File: src/hw/rtl/i2crm_pkg.sv
`timescale 1ns / 1ps
// ----------------------------------------------------------------------------
// i2crm_pkg
// Types and constants of the I2C register transaction master.
// ----------------------------------------------------------------------------
package i2crm_pkg;

  localparam int DELAY_W = 18;

  typedef enum logic [1:0] {
    KIND_TICK  = 2'd0,
    KIND_WRITE = 2'd1,
    KIND_READ  = 2'd2
  } kind_t;

  typedef enum logic [1:0] {
    CFG_DEVICE_ADDRESS = 2'd0,
    CFG_TICKS_PER_US   = 2'd1
  } cfg_index_t;

  localparam logic [7:0]  DEVICE_ADDRESS_RESET = 8'h80;
  localparam logic [15:0] TICKS_PER_US_RESET   = 16'd72;
  localparam logic [7:0]  READ_BIT             = 8'h01;

  typedef struct packed {
    logic [1:0] kind;
    logic [7:0] register_address;
    logic [7:0] write_byte;
    logic       sda_sample;
  } in_item_t;

  typedef struct packed {
    logic       scl_level;
    logic       sda_level;
    logic       sda_drive_enable;
    logic       busy_res;
    logic       done_res;
    logic [7:0] read_byte;
    logic       ack_failed;
  } out_item_t;

  typedef enum logic [18:0] {
    PH_IDLE    = 19'd1 << 0,
    PH_S_SDA   = 19'd1 << 1,
    PH_S_SCL   = 19'd1 << 2,
    PH_S_FALL  = 19'd1 << 3,
    PH_S_CLAMP = 19'd1 << 4,
    PH_B_DATA  = 19'd1 << 5,
    PH_B_HIGH  = 19'd1 << 6,
    PH_B_LOW   = 19'd1 << 7,
    PH_A_REL   = 19'd1 << 8,
    PH_A_HIGH  = 19'd1 << 9,
    PH_A_LOW   = 19'd1 << 10,
    PH_R_LOW   = 19'd1 << 11,
    PH_R_HIGH  = 19'd1 << 12,
    PH_N_SET   = 19'd1 << 13,
    PH_N_HIGH  = 19'd1 << 14,
    PH_N_LOW   = 19'd1 << 15,
    PH_P_LOW   = 19'd1 << 16,
    PH_P_SCL   = 19'd1 << 17,
    PH_P_SDA   = 19'd1 << 18
  } phase_t;

  // hold time of each phase in microsecond units
  function automatic logic [2:0] hold_units(input phase_t p);
    logic [2:0] u;
    case (p)
      PH_S_SCL, PH_S_FALL, PH_P_LOW, PH_P_SDA: u = 3'd4;
      PH_B_DATA, PH_B_HIGH, PH_B_LOW, PH_R_LOW, PH_N_SET, PH_N_HIGH: u = 3'd2;
      PH_A_REL, PH_A_HIGH, PH_R_HIGH: u = 3'd1;
      default: u = 3'd0;
    endcase
    return u;
  endfunction

endpackage

File: src/hw/rtl/i2crm_seq.sv
`timescale 1ns / 1ps
// ----------------------------------------------------------------------------
// i2crm_seq
// Bus sequencer: advances the transaction state by one tick per step and
// presents the line levels and status that follow from it.
// ----------------------------------------------------------------------------
module i2crm_seq #(
  parameter int ACK_POLL_LIMIT = 250
) (
  input  logic                  clk,
  input  logic                  rst,
  input  logic                  step,
  input  i2crm_pkg::in_item_t   item,
  input  logic [7:0]            dev_addr,
  input  logic [15:0]           tpu,
  output i2crm_pkg::out_item_t  result
);
  import i2crm_pkg::*;

  phase_t              phase, phase_next;
  logic                is_read, is_read_next;
  logic [2:0]          byte_index, byte_index_next;
  logic [3:0]          bit_count, bit_count_next;
  logic [7:0]          shift_byte, shift_byte_next;
  logic [7:0]          held_register, held_register_next;
  logic [7:0]          held_data, held_data_next;
  logic [DELAY_W-1:0]  delay_count, delay_count_next;
  logic [7:0]          poll_count, poll_count_next;
  logic [7:0]          received_byte, received_byte_next;
  logic                fail_flag, fail_flag_next;
  logic                line_scl, line_scl_next;
  logic                line_sda, line_sda_next;
  logic                line_oe, line_oe_next;

  logic                do_enter;
  phase_t              target;
  logic                load_byte;
  logic [2:0]          sel_idx;
  logic                done;
  logic [3:0]          bit_inc;

  localparam logic [7:0] POLL_LIMIT = 8'(ACK_POLL_LIMIT);

  function automatic logic [7:0] pick_byte(input logic [2:0] idx, input logic rd,
                                           input logic [7:0] dev, input logic [7:0] reg_a,
                                           input logic [7:0] dat);
    logic [7:0] b;
    if (idx == 3'd0) begin
      b = dev;
    end else if (idx == 3'd1) begin
      b = reg_a;
    end else if (rd) begin
      b = dev | READ_BIT;
    end else begin
      b = dat;
    end
    return b;
  endfunction

  function automatic logic [DELAY_W-1:0] hold_ticks(input phase_t p, input logic [15:0] t);
    logic [DELAY_W-1:0] prod;
    case (hold_units(p))
      3'd1:    prod = {2'b00, t};
      3'd2:    prod = {1'b0, t, 1'b0};
      3'd4:    prod = {t, 2'b00};
      default: prod = '0;
    endcase
    // a zero hold still lasts one tick
    if (prod == '0) begin
      prod = DELAY_W'(1);
    end
    return prod;
  endfunction

  always_comb begin
    phase_next         = phase;
    is_read_next       = is_read;
    byte_index_next    = byte_index;
    bit_count_next     = bit_count;
    shift_byte_next    = shift_byte;
    held_register_next = held_register;
    held_data_next     = held_data;
    delay_count_next   = delay_count;
    poll_count_next    = poll_count;
    received_byte_next = received_byte;
    fail_flag_next     = fail_flag;
    line_scl_next      = line_scl;
    line_sda_next      = line_sda;
    line_oe_next       = line_oe;
    do_enter           = 1'b0;
    target             = PH_IDLE;
    load_byte          = 1'b0;
    sel_idx            = byte_index;
    done               = 1'b0;
    bit_inc            = bit_count + 4'd1;

    if (phase == PH_IDLE) begin
      if (item.kind == KIND_WRITE || item.kind == KIND_READ) begin
        is_read_next       = (item.kind == KIND_READ);
        held_register_next = item.register_address;
        held_data_next     = item.write_byte;
        byte_index_next    = 3'd0;
        bit_count_next     = 4'd0;
        shift_byte_next    = 8'd0;
        poll_count_next    = 8'd0;
        fail_flag_next     = 1'b0;
        do_enter           = 1'b1;
        target             = PH_S_SDA;
      end
    end else if (delay_count > DELAY_W'(1)) begin
      delay_count_next = delay_count - DELAY_W'(1);
    end else begin
      case (phase)
        PH_S_SDA: begin
          do_enter = 1'b1;
          target   = PH_S_SCL;
        end
        PH_S_SCL: begin
          do_enter = 1'b1;
          target   = PH_S_FALL;
        end
        PH_S_FALL: begin
          do_enter = 1'b1;
          target   = PH_S_CLAMP;
        end
        PH_S_CLAMP: begin
          load_byte = 1'b1;
        end
        PH_B_DATA: begin
          do_enter = 1'b1;
          target   = PH_B_HIGH;
        end
        PH_B_HIGH: begin
          do_enter = 1'b1;
          target   = PH_B_LOW;
        end
        PH_B_LOW: begin
          bit_count_next = bit_inc;
          do_enter       = 1'b1;
          if (bit_inc >= 4'd8) begin
            poll_count_next = 8'd0;
            target          = PH_A_REL;
          end else begin
            shift_byte_next = {shift_byte[6:0], 1'b0};
            target          = PH_B_DATA;
          end
        end
        PH_A_REL: begin
          do_enter = 1'b1;
          target   = PH_A_HIGH;
        end
        PH_A_HIGH: begin
          if (!item.sda_sample) begin
            do_enter = 1'b1;
            target   = PH_A_LOW;
          end else if (poll_count >= POLL_LIMIT) begin
            // no acknowledge in time: abort with stop
            fail_flag_next = 1'b1;
            do_enter       = 1'b1;
            target         = PH_P_LOW;
          end else begin
            poll_count_next = poll_count + 8'd1;
          end
        end
        PH_A_LOW: begin
          byte_index_next = byte_index + 3'd1;
          sel_idx         = byte_index + 3'd1;
          if (!is_read) begin
            if (sel_idx < 3'd3) begin
              load_byte = 1'b1;
            end else begin
              do_enter = 1'b1;
              target   = PH_P_LOW;
            end
          end else if (sel_idx == 3'd1) begin
            load_byte = 1'b1;
          end else if (sel_idx == 3'd2) begin
            // repeated start before the read address
            do_enter = 1'b1;
            target   = PH_S_SDA;
          end else begin
            bit_count_next  = 4'd0;
            shift_byte_next = 8'd0;
            do_enter        = 1'b1;
            target          = PH_R_LOW;
          end
        end
        PH_R_LOW: begin
          shift_byte_next = {shift_byte[6:0], item.sda_sample};
          do_enter        = 1'b1;
          target          = PH_R_HIGH;
        end
        PH_R_HIGH: begin
          bit_count_next = bit_inc;
          do_enter       = 1'b1;
          if (bit_inc >= 4'd8) begin
            received_byte_next = shift_byte;
            target             = PH_N_SET;
          end else begin
            target = PH_R_LOW;
          end
        end
        PH_N_SET: begin
          do_enter = 1'b1;
          target   = PH_N_HIGH;
        end
        PH_N_HIGH: begin
          do_enter = 1'b1;
          target   = PH_N_LOW;
        end
        PH_N_LOW: begin
          do_enter = 1'b1;
          target   = PH_P_LOW;
        end
        PH_P_LOW: begin
          do_enter = 1'b1;
          target   = PH_P_SCL;
        end
        PH_P_SCL: begin
          do_enter = 1'b1;
          target   = PH_P_SDA;
        end
        PH_P_SDA: begin
          phase_next       = PH_IDLE;
          delay_count_next = '0;
          done             = 1'b1;
        end
        default: begin
          phase_next       = PH_IDLE;
          delay_count_next = '0;
        end
      endcase
    end

    if (load_byte) begin
      shift_byte_next = pick_byte(sel_idx, is_read, dev_addr, held_register, held_data);
      bit_count_next  = 4'd0;
      do_enter        = 1'b1;
      target          = PH_B_DATA;
    end

    if (do_enter) begin
      phase_next       = target;
      delay_count_next = hold_ticks(target, tpu);
      case (target)
        PH_S_SDA: begin
          line_oe_next  = 1'b1;
          line_sda_next = 1'b1;
        end
        PH_S_SCL:   line_scl_next = 1'b1;
        PH_S_FALL:  line_sda_next = 1'b0;
        PH_S_CLAMP: line_scl_next = 1'b0;
        PH_B_DATA: begin
          line_oe_next  = 1'b1;
          line_scl_next = 1'b0;
          line_sda_next = shift_byte_next[7];
        end
        PH_B_HIGH:  line_scl_next = 1'b1;
        PH_B_LOW:   line_scl_next = 1'b0;
        PH_A_REL: begin
          line_oe_next  = 1'b0;
          line_sda_next = 1'b1;
        end
        PH_A_HIGH:  line_scl_next = 1'b1;
        PH_A_LOW:   line_scl_next = 1'b0;
        PH_R_LOW: begin
          line_oe_next  = 1'b0;
          line_scl_next = 1'b0;
        end
        PH_R_HIGH:  line_scl_next = 1'b1;
        PH_N_SET: begin
          line_scl_next = 1'b0;
          line_oe_next  = 1'b1;
          line_sda_next = 1'b1;
        end
        PH_N_HIGH:  line_scl_next = 1'b1;
        PH_N_LOW:   line_scl_next = 1'b0;
        PH_P_LOW: begin
          line_oe_next  = 1'b1;
          line_scl_next = 1'b0;
          line_sda_next = 1'b0;
        end
        PH_P_SCL:   line_scl_next = 1'b1;
        PH_P_SDA:   line_sda_next = 1'b1;
        default: begin
          line_scl_next = line_scl;
        end
      endcase
    end

    result.scl_level        = line_scl_next;
    result.sda_level        = line_oe_next ? line_sda_next : 1'b1;
    result.sda_drive_enable = line_oe_next;
    result.busy_res         = (phase_next != PH_IDLE);
    result.done_res         = done;
    result.read_byte        = received_byte_next;
    result.ack_failed       = fail_flag_next;
  end

  always_ff @(posedge clk) begin
    if (rst) begin
      phase         <= PH_IDLE;
      is_read       <= 1'b0;
      byte_index    <= 3'd0;
      bit_count     <= 4'd0;
      shift_byte    <= 8'd0;
      held_register <= 8'd0;
      held_data     <= 8'd0;
      delay_count   <= '0;
      poll_count    <= 8'd0;
      received_byte <= 8'd0;
      fail_flag     <= 1'b0;
      line_scl      <= 1'b1;
      line_sda      <= 1'b1;
      line_oe       <= 1'b1;
    end else if (step) begin
      phase         <= phase_next;
      is_read       <= is_read_next;
      byte_index    <= byte_index_next;
      bit_count     <= bit_count_next;
      shift_byte    <= shift_byte_next;
      held_register <= held_register_next;
      held_data     <= held_data_next;
      delay_count   <= delay_count_next;
      poll_count    <= poll_count_next;
      received_byte <= received_byte_next;
      fail_flag     <= fail_flag_next;
      line_scl      <= line_scl_next;
      line_sda      <= line_sda_next;
      line_oe       <= line_oe_next;
    end
  end

endmodule

File: src/hw/rtl/i2c_register_transaction_master_core.sv
`timescale 1ns / 1ps
// ----------------------------------------------------------------------------
// i2c_register_transaction_master_core
// Tick-driven I2C master for single-register write and read transactions.
// ----------------------------------------------------------------------------
// Every request is one bus tick and yields exactly one result with the line
// levels and status after that tick. A request is registered on entry, runs
// through the sequencer's next-state logic and lands in the result register,
// so one request is taken per cycle unless a held result is stalled; the
// result register decouples the two sides. Line hold times are the phase's
// microsecond count (0, 1, 2 or 4) times ticks_per_microsecond, counted in
// ticks, with a zero hold lasting one tick. Configuration writes are
// always ready; a new tick rate applies from the next line change and a new
// device address from the next address byte loaded.
module i2c_register_transaction_master_core #(
  parameter int ACK_POLL_LIMIT = 250
) (
  input  logic                  clk,
  input  logic                  rst,
  input  logic                  in_valid,
  output logic                  in_stall,
  input  i2crm_pkg::in_item_t   in_data,
  output logic                  out_valid,
  input  logic                  out_stall,
  output i2crm_pkg::out_item_t  out_data,
  input  logic                  cfg_valid,
  output logic                  cfg_ready,
  input  logic [1:0]            cfg_index,
  input  logic [15:0]           cfg_data
);
  import i2crm_pkg::*;

  logic        s1_valid;
  in_item_t    s1_item;
  logic        res_valid;
  out_item_t   res_data;
  logic        advance;
  out_item_t   seq_result;
  logic [7:0]  dev_addr;
  logic [15:0] tpu;

  assign advance   = s1_valid && (!res_valid || !out_stall);
  assign in_stall  = s1_valid && res_valid && out_stall;
  assign out_valid = res_valid;
  assign out_data  = res_data;
  assign cfg_ready = 1'b1;

  always_ff @(posedge clk) begin
    if (rst) begin
      dev_addr <= DEVICE_ADDRESS_RESET;
      tpu      <= TICKS_PER_US_RESET;
    end else if (cfg_valid && cfg_ready) begin
      case (cfg_index)
        CFG_DEVICE_ADDRESS: dev_addr <= cfg_data[7:0];
        CFG_TICKS_PER_US:   tpu      <= cfg_data;
        default:            dev_addr <= dev_addr;
      endcase
    end
  end

  always_ff @(posedge clk) begin
    if (rst) begin
      s1_valid <= 1'b0;
    end else if (!in_stall) begin
      s1_valid <= in_valid;
    end
  end

  always_ff @(posedge clk) begin
    if (in_valid && !in_stall) begin
      s1_item <= in_data;
    end
  end

  always_ff @(posedge clk) begin
    if (rst) begin
      res_valid <= 1'b0;
    end else if (advance) begin
      res_valid <= 1'b1;
    end else if (!out_stall) begin
      res_valid <= 1'b0;
    end
  end

  always_ff @(posedge clk) begin
    if (advance) begin
      res_data <= seq_result;
    end
  end

  i2crm_seq #(
    .ACK_POLL_LIMIT(ACK_POLL_LIMIT)
  ) u_seq (
    .clk     (clk),
    .rst     (rst),
    .step    (advance),
    .item    (s1_item),
    .dev_addr(dev_addr),
    .tpu     (tpu),
    .result  (seq_result)
  );

endmodule

File: config.mk
export PLATFORM = sky130hd
export DESIGN_NAME = i2c_register_transaction_master_core
export DESIGN_NICKNAME = d
export VERILOG_FILES = /design/src/hw/rtl/i2crm_pkg.sv /design/src/hw/rtl/i2crm_seq.sv /design/src/hw/rtl/i2c_register_transaction_master_core.sv
export SDC_FILE = /design/constraint.sdc
export NUM_CORES = 1
export LEC_CHECK = 0
export ABC_AREA = 1
export BUFFER_PORTS_ARGS = -buffer_cell sky130_fd_sc_hd__buf_4
export CORE_ASPECT_RATIO = 1.4
export CORE_UTILIZATION = 50
export DETAILED_ROUTE_END_ITERATION = 10
export PLACE_DENSITY = 0.65
export SYNTH_ARGS = -nofsm -noshare
export SYNTH_HDL_FRONTEND = slang
export SYNTH_HIERARCHICAL = 1
export SYNTH_SLANG_ARGS = --single-unit
File: constraint.sdc
create_clock -name clk -period 3.25 [get_ports clk]
set_clock_uncertainty 0.1 [all_clocks]
set_input_delay 0.4875 -clock clk [delete_from_list [all_inputs] [get_ports clk]]
set_output_delay 0.4875 -clock clk [all_outputs]
set_load 0.05 [all_outputs]
==> qor.txt <==
Gr ovfl total -> 0
Root cell of the clock tree -> clkbuf_16
Cell Area, Synth -> 8550 um2
Wire per inst -> 15.7 um
Deepest clock path buffer count -> 2
PwrDens -> 539 nW/um2
I/O Buffers -> 57
Hold WS -> 128 ps
RePlAce Congestion -> 0.980
CP max stage delay -> 540 ps
Commonest non-fill, non-tap cell in the layout -> nand2_1
Mapped Cells -> 1,223
Delay-heaviest family, CP -> simple AND/OR/NAND/NOR gates
Largest net degree at the start of global routing -> 47
Fillers -> 1,629
Worst path cell trace -> inv_1 > ha_1 > nand2_1 > nor2_1 > o211ai_1 > nor2_1 > inv_1 > nor2_1 > inv_1 > o22ai_1 > nor2_1 > nand2_1 > nor4_1 > nand4_1
Total CTS buffers -> 17
Crit Path Class -> register to register
Count of pins over their slew limit -> 0
Ports -> 59
Synth warn -> 6
HPWL Detailed -> 17,800 um
Die area -> 17,600 um2
Syn avg cell area -> 6.99 um2
Outcome -> finished, violations left
Final setup vio count -> 1
Hold Crit Class -> primary input to register
Antenna violations before repair -> 0
Post-Syn Nets -> 1,274
CP most frequent cell -> nor2_1
Crit Path Max Fanout -> 5
Area grow syn2layout -> 15.5%
TritonCTS clock tree -> yes
Buf/Inv on CP -> 3
Vias/cell -> 5.46
Storage cell area -> 3300 um2
Tot GR Track Use -> 27.5%
Clk Latency, worst-skew pair -> 430 ps
Worst setup margin -> -10.9 ps
Leakage -> 4.62 nW
#FFs+latches synth -> 148
RSZ-0062 raised after global routing -> no
CTS H-Tree Depth -> 4
NumNets Final -> 1,337
First-pass GRT wire length -> 37,700 um
DRT Pass-1 Iters -> 6
Arrival time worst endpoint -> 3320 ps
Final hold viol count -> 0
Via count -> 8,203
DRT Wirelength -> 23,600 um
Max-capacitance violation count -> 0
CP Capture Type -> register
Die width -> 113 um
Core area -> 16,700 um2
Peak VDD IR -> 0.367 mV
Seq/Total Area, Yosys -> 38.5%
R2R Setup Slk -> -10 ps
Slew @ Worst Pin -> 672 ps
Layout cell share with drive strength beyond 1 -> 16.2%
Row count -> 56
Violated checks -> setup timing
Commonest non-fill, non-tap cells in the layout -> nand2_1, inv_1, nor2_1, dfxtp_1, buf_4
Antenna cells -> 0
Drc violations -> 0
Pwr Total -> 0.00532 W
Max_slew headroom -> 55.2%
Startpoint Class -> register
Die height -> 157 um
Vias in the first global route -> 7,626
Reg clk slew, reported paths -> 70 ps
Initial Util -> 51.1%
Antenna viol nets, final -> 0
CTS sink cnt -> 148
Area of the multi-input gates -> 4390 um2
Final min period -> 3260 ps
Post-synthesis cell type count -> 53
Req. time, crit path -> 3310 ps
Slowest-stage cell, CP -> o211ai_1
Fmax -> 307 MHz
Final period util -> 100%
1st-iter DRT viols -> 557
==> cells in the mapped netlist (all sizes together) <==
cell     count  area share, %
nand2      255             12
nor2       183            9.9
inv        176            7.8
dfxtp      115             27
o21ai      113            6.7
a21oi       94            5.8
nand3       75            4.6
edfxtp      33             12
buf         26            2.3
nand4       25            1.9
clkbuf      21           0.92
nor3        21            1.6
nor4        16            1.2
xor2        11            1.1
a31oi       10           0.80
ha           9            1.3
o211ai       7           0.67
o22ai        5           0.37
nor3b        4           0.35
o311ai       4           0.41
xnor2        4           0.41
a211oi       3           0.26
o2111ai      2           0.20
or2          2           0.15
a2111o       1           0.13
a21boi       1          0.088
a22o         1           0.10
a32o         1           0.12
and2         1          0.073
and3         1          0.073
conb         1          0.044
nand2b       1          0.073
o211a        1           0.12
==> path summary, 6_finish.rpt <==
| path | to | start | cells past startpoint |
|---|---|---|---|
| setup / recovery | out_data[10] | u_seq/delay_count[0] | 14 |
| hold / removal | s1_item[2] | in_data[2] | 1 |
| setup reg to reg | out_data[10] | u_seq/delay_count[0] | 14 |
| hold reg to reg | u_seq/poll_count[7] | u_seq/poll_count[7] | 2 |
==> metrics by stage <==
stage	cells	worst slack (ps)	util (%)	instance area (um2)	setup TNS (ps)
2_1_floorplan	1223	311	-	8550	0
3_5_place_dp	1467	92.5	54.9	9190	0
3_3_place_gp	1467	84.1	54.9	9190	0
6_report	1502	-10.9	59.0	9870	-10.9
4_1_cts	1499	46.4	58.4	9780	0
5_1_grt	1502	19.4	59.0	9870	0
==> area by class of cell <==
| type | count | share of cell area, % |
|---|---|---|
| inverters | 176 | 6.77 |
| flip-flops and latches | 148 | 33.4 |
| well taps | 203 | 2.57 |
| multi-input cells | 853 | 44.5 |
| repair buffers | 90 | 6.84 |
| clock inverters | 15 | 1.63 |
| clock buffers | 17 | 4.31 |
==> kinds of logic after synthesis <==
kind of cell    count (synthesis)  synth area share, %
fa+ha+maj                       9                 1.32
buf+inv                       223                 11.0
simple gates                  584                 31.8
flops                         148                 38.5
other cells                     1               0.0439
compound gates                243                 15.7
xor+xnor                       15                 1.54
==> sequential cells by signal, indices dropped and copies added (netlist names), 3 cells and up <==
name,flops
dev_addr,8
out_data,14
s1_item,19
tpu,16
u_seq/bit_count,4
u_seq/byte_index,3
u_seq/delay_count,18
u_seq/held_data,8
u_seq/held_register,8
u_seq/phase,19
u_seq/poll_count,8
u_seq/received_byte,8
u_seq/shift_byte,8
==> report_power, final <==
group / switching [W] / total [W] / internal, W
sequential: 0.0000869 / 0.00207 / 0.00199
combinational: 0.000871 / 0.00130 / 0.000429
clock: 0.000915 / 0.00194 / 0.00103
==> routing by layer <==
| metal | GRT usage, % | part of all wire [%] |
|---|---|---|
| met1 | 30.7 | 40 |
| met2 | 49.8 | 51 |
| met3 | 4.45 | 4.2 |
| met4 | 15.2 | 4.6 |
| met5 | 0 | 0 |
==> what timing repair did <==
| item | CTS | global route |
|---|---|---|
| hold buffers | 0 | 0 |
| endpoints found under the setup margin | 0 | 3 |
| gates resized for setup | 0 | 16 |
| buffers inserted | 0 | 2 |
No activity file was read; power rests on OpenSTA's default activity.
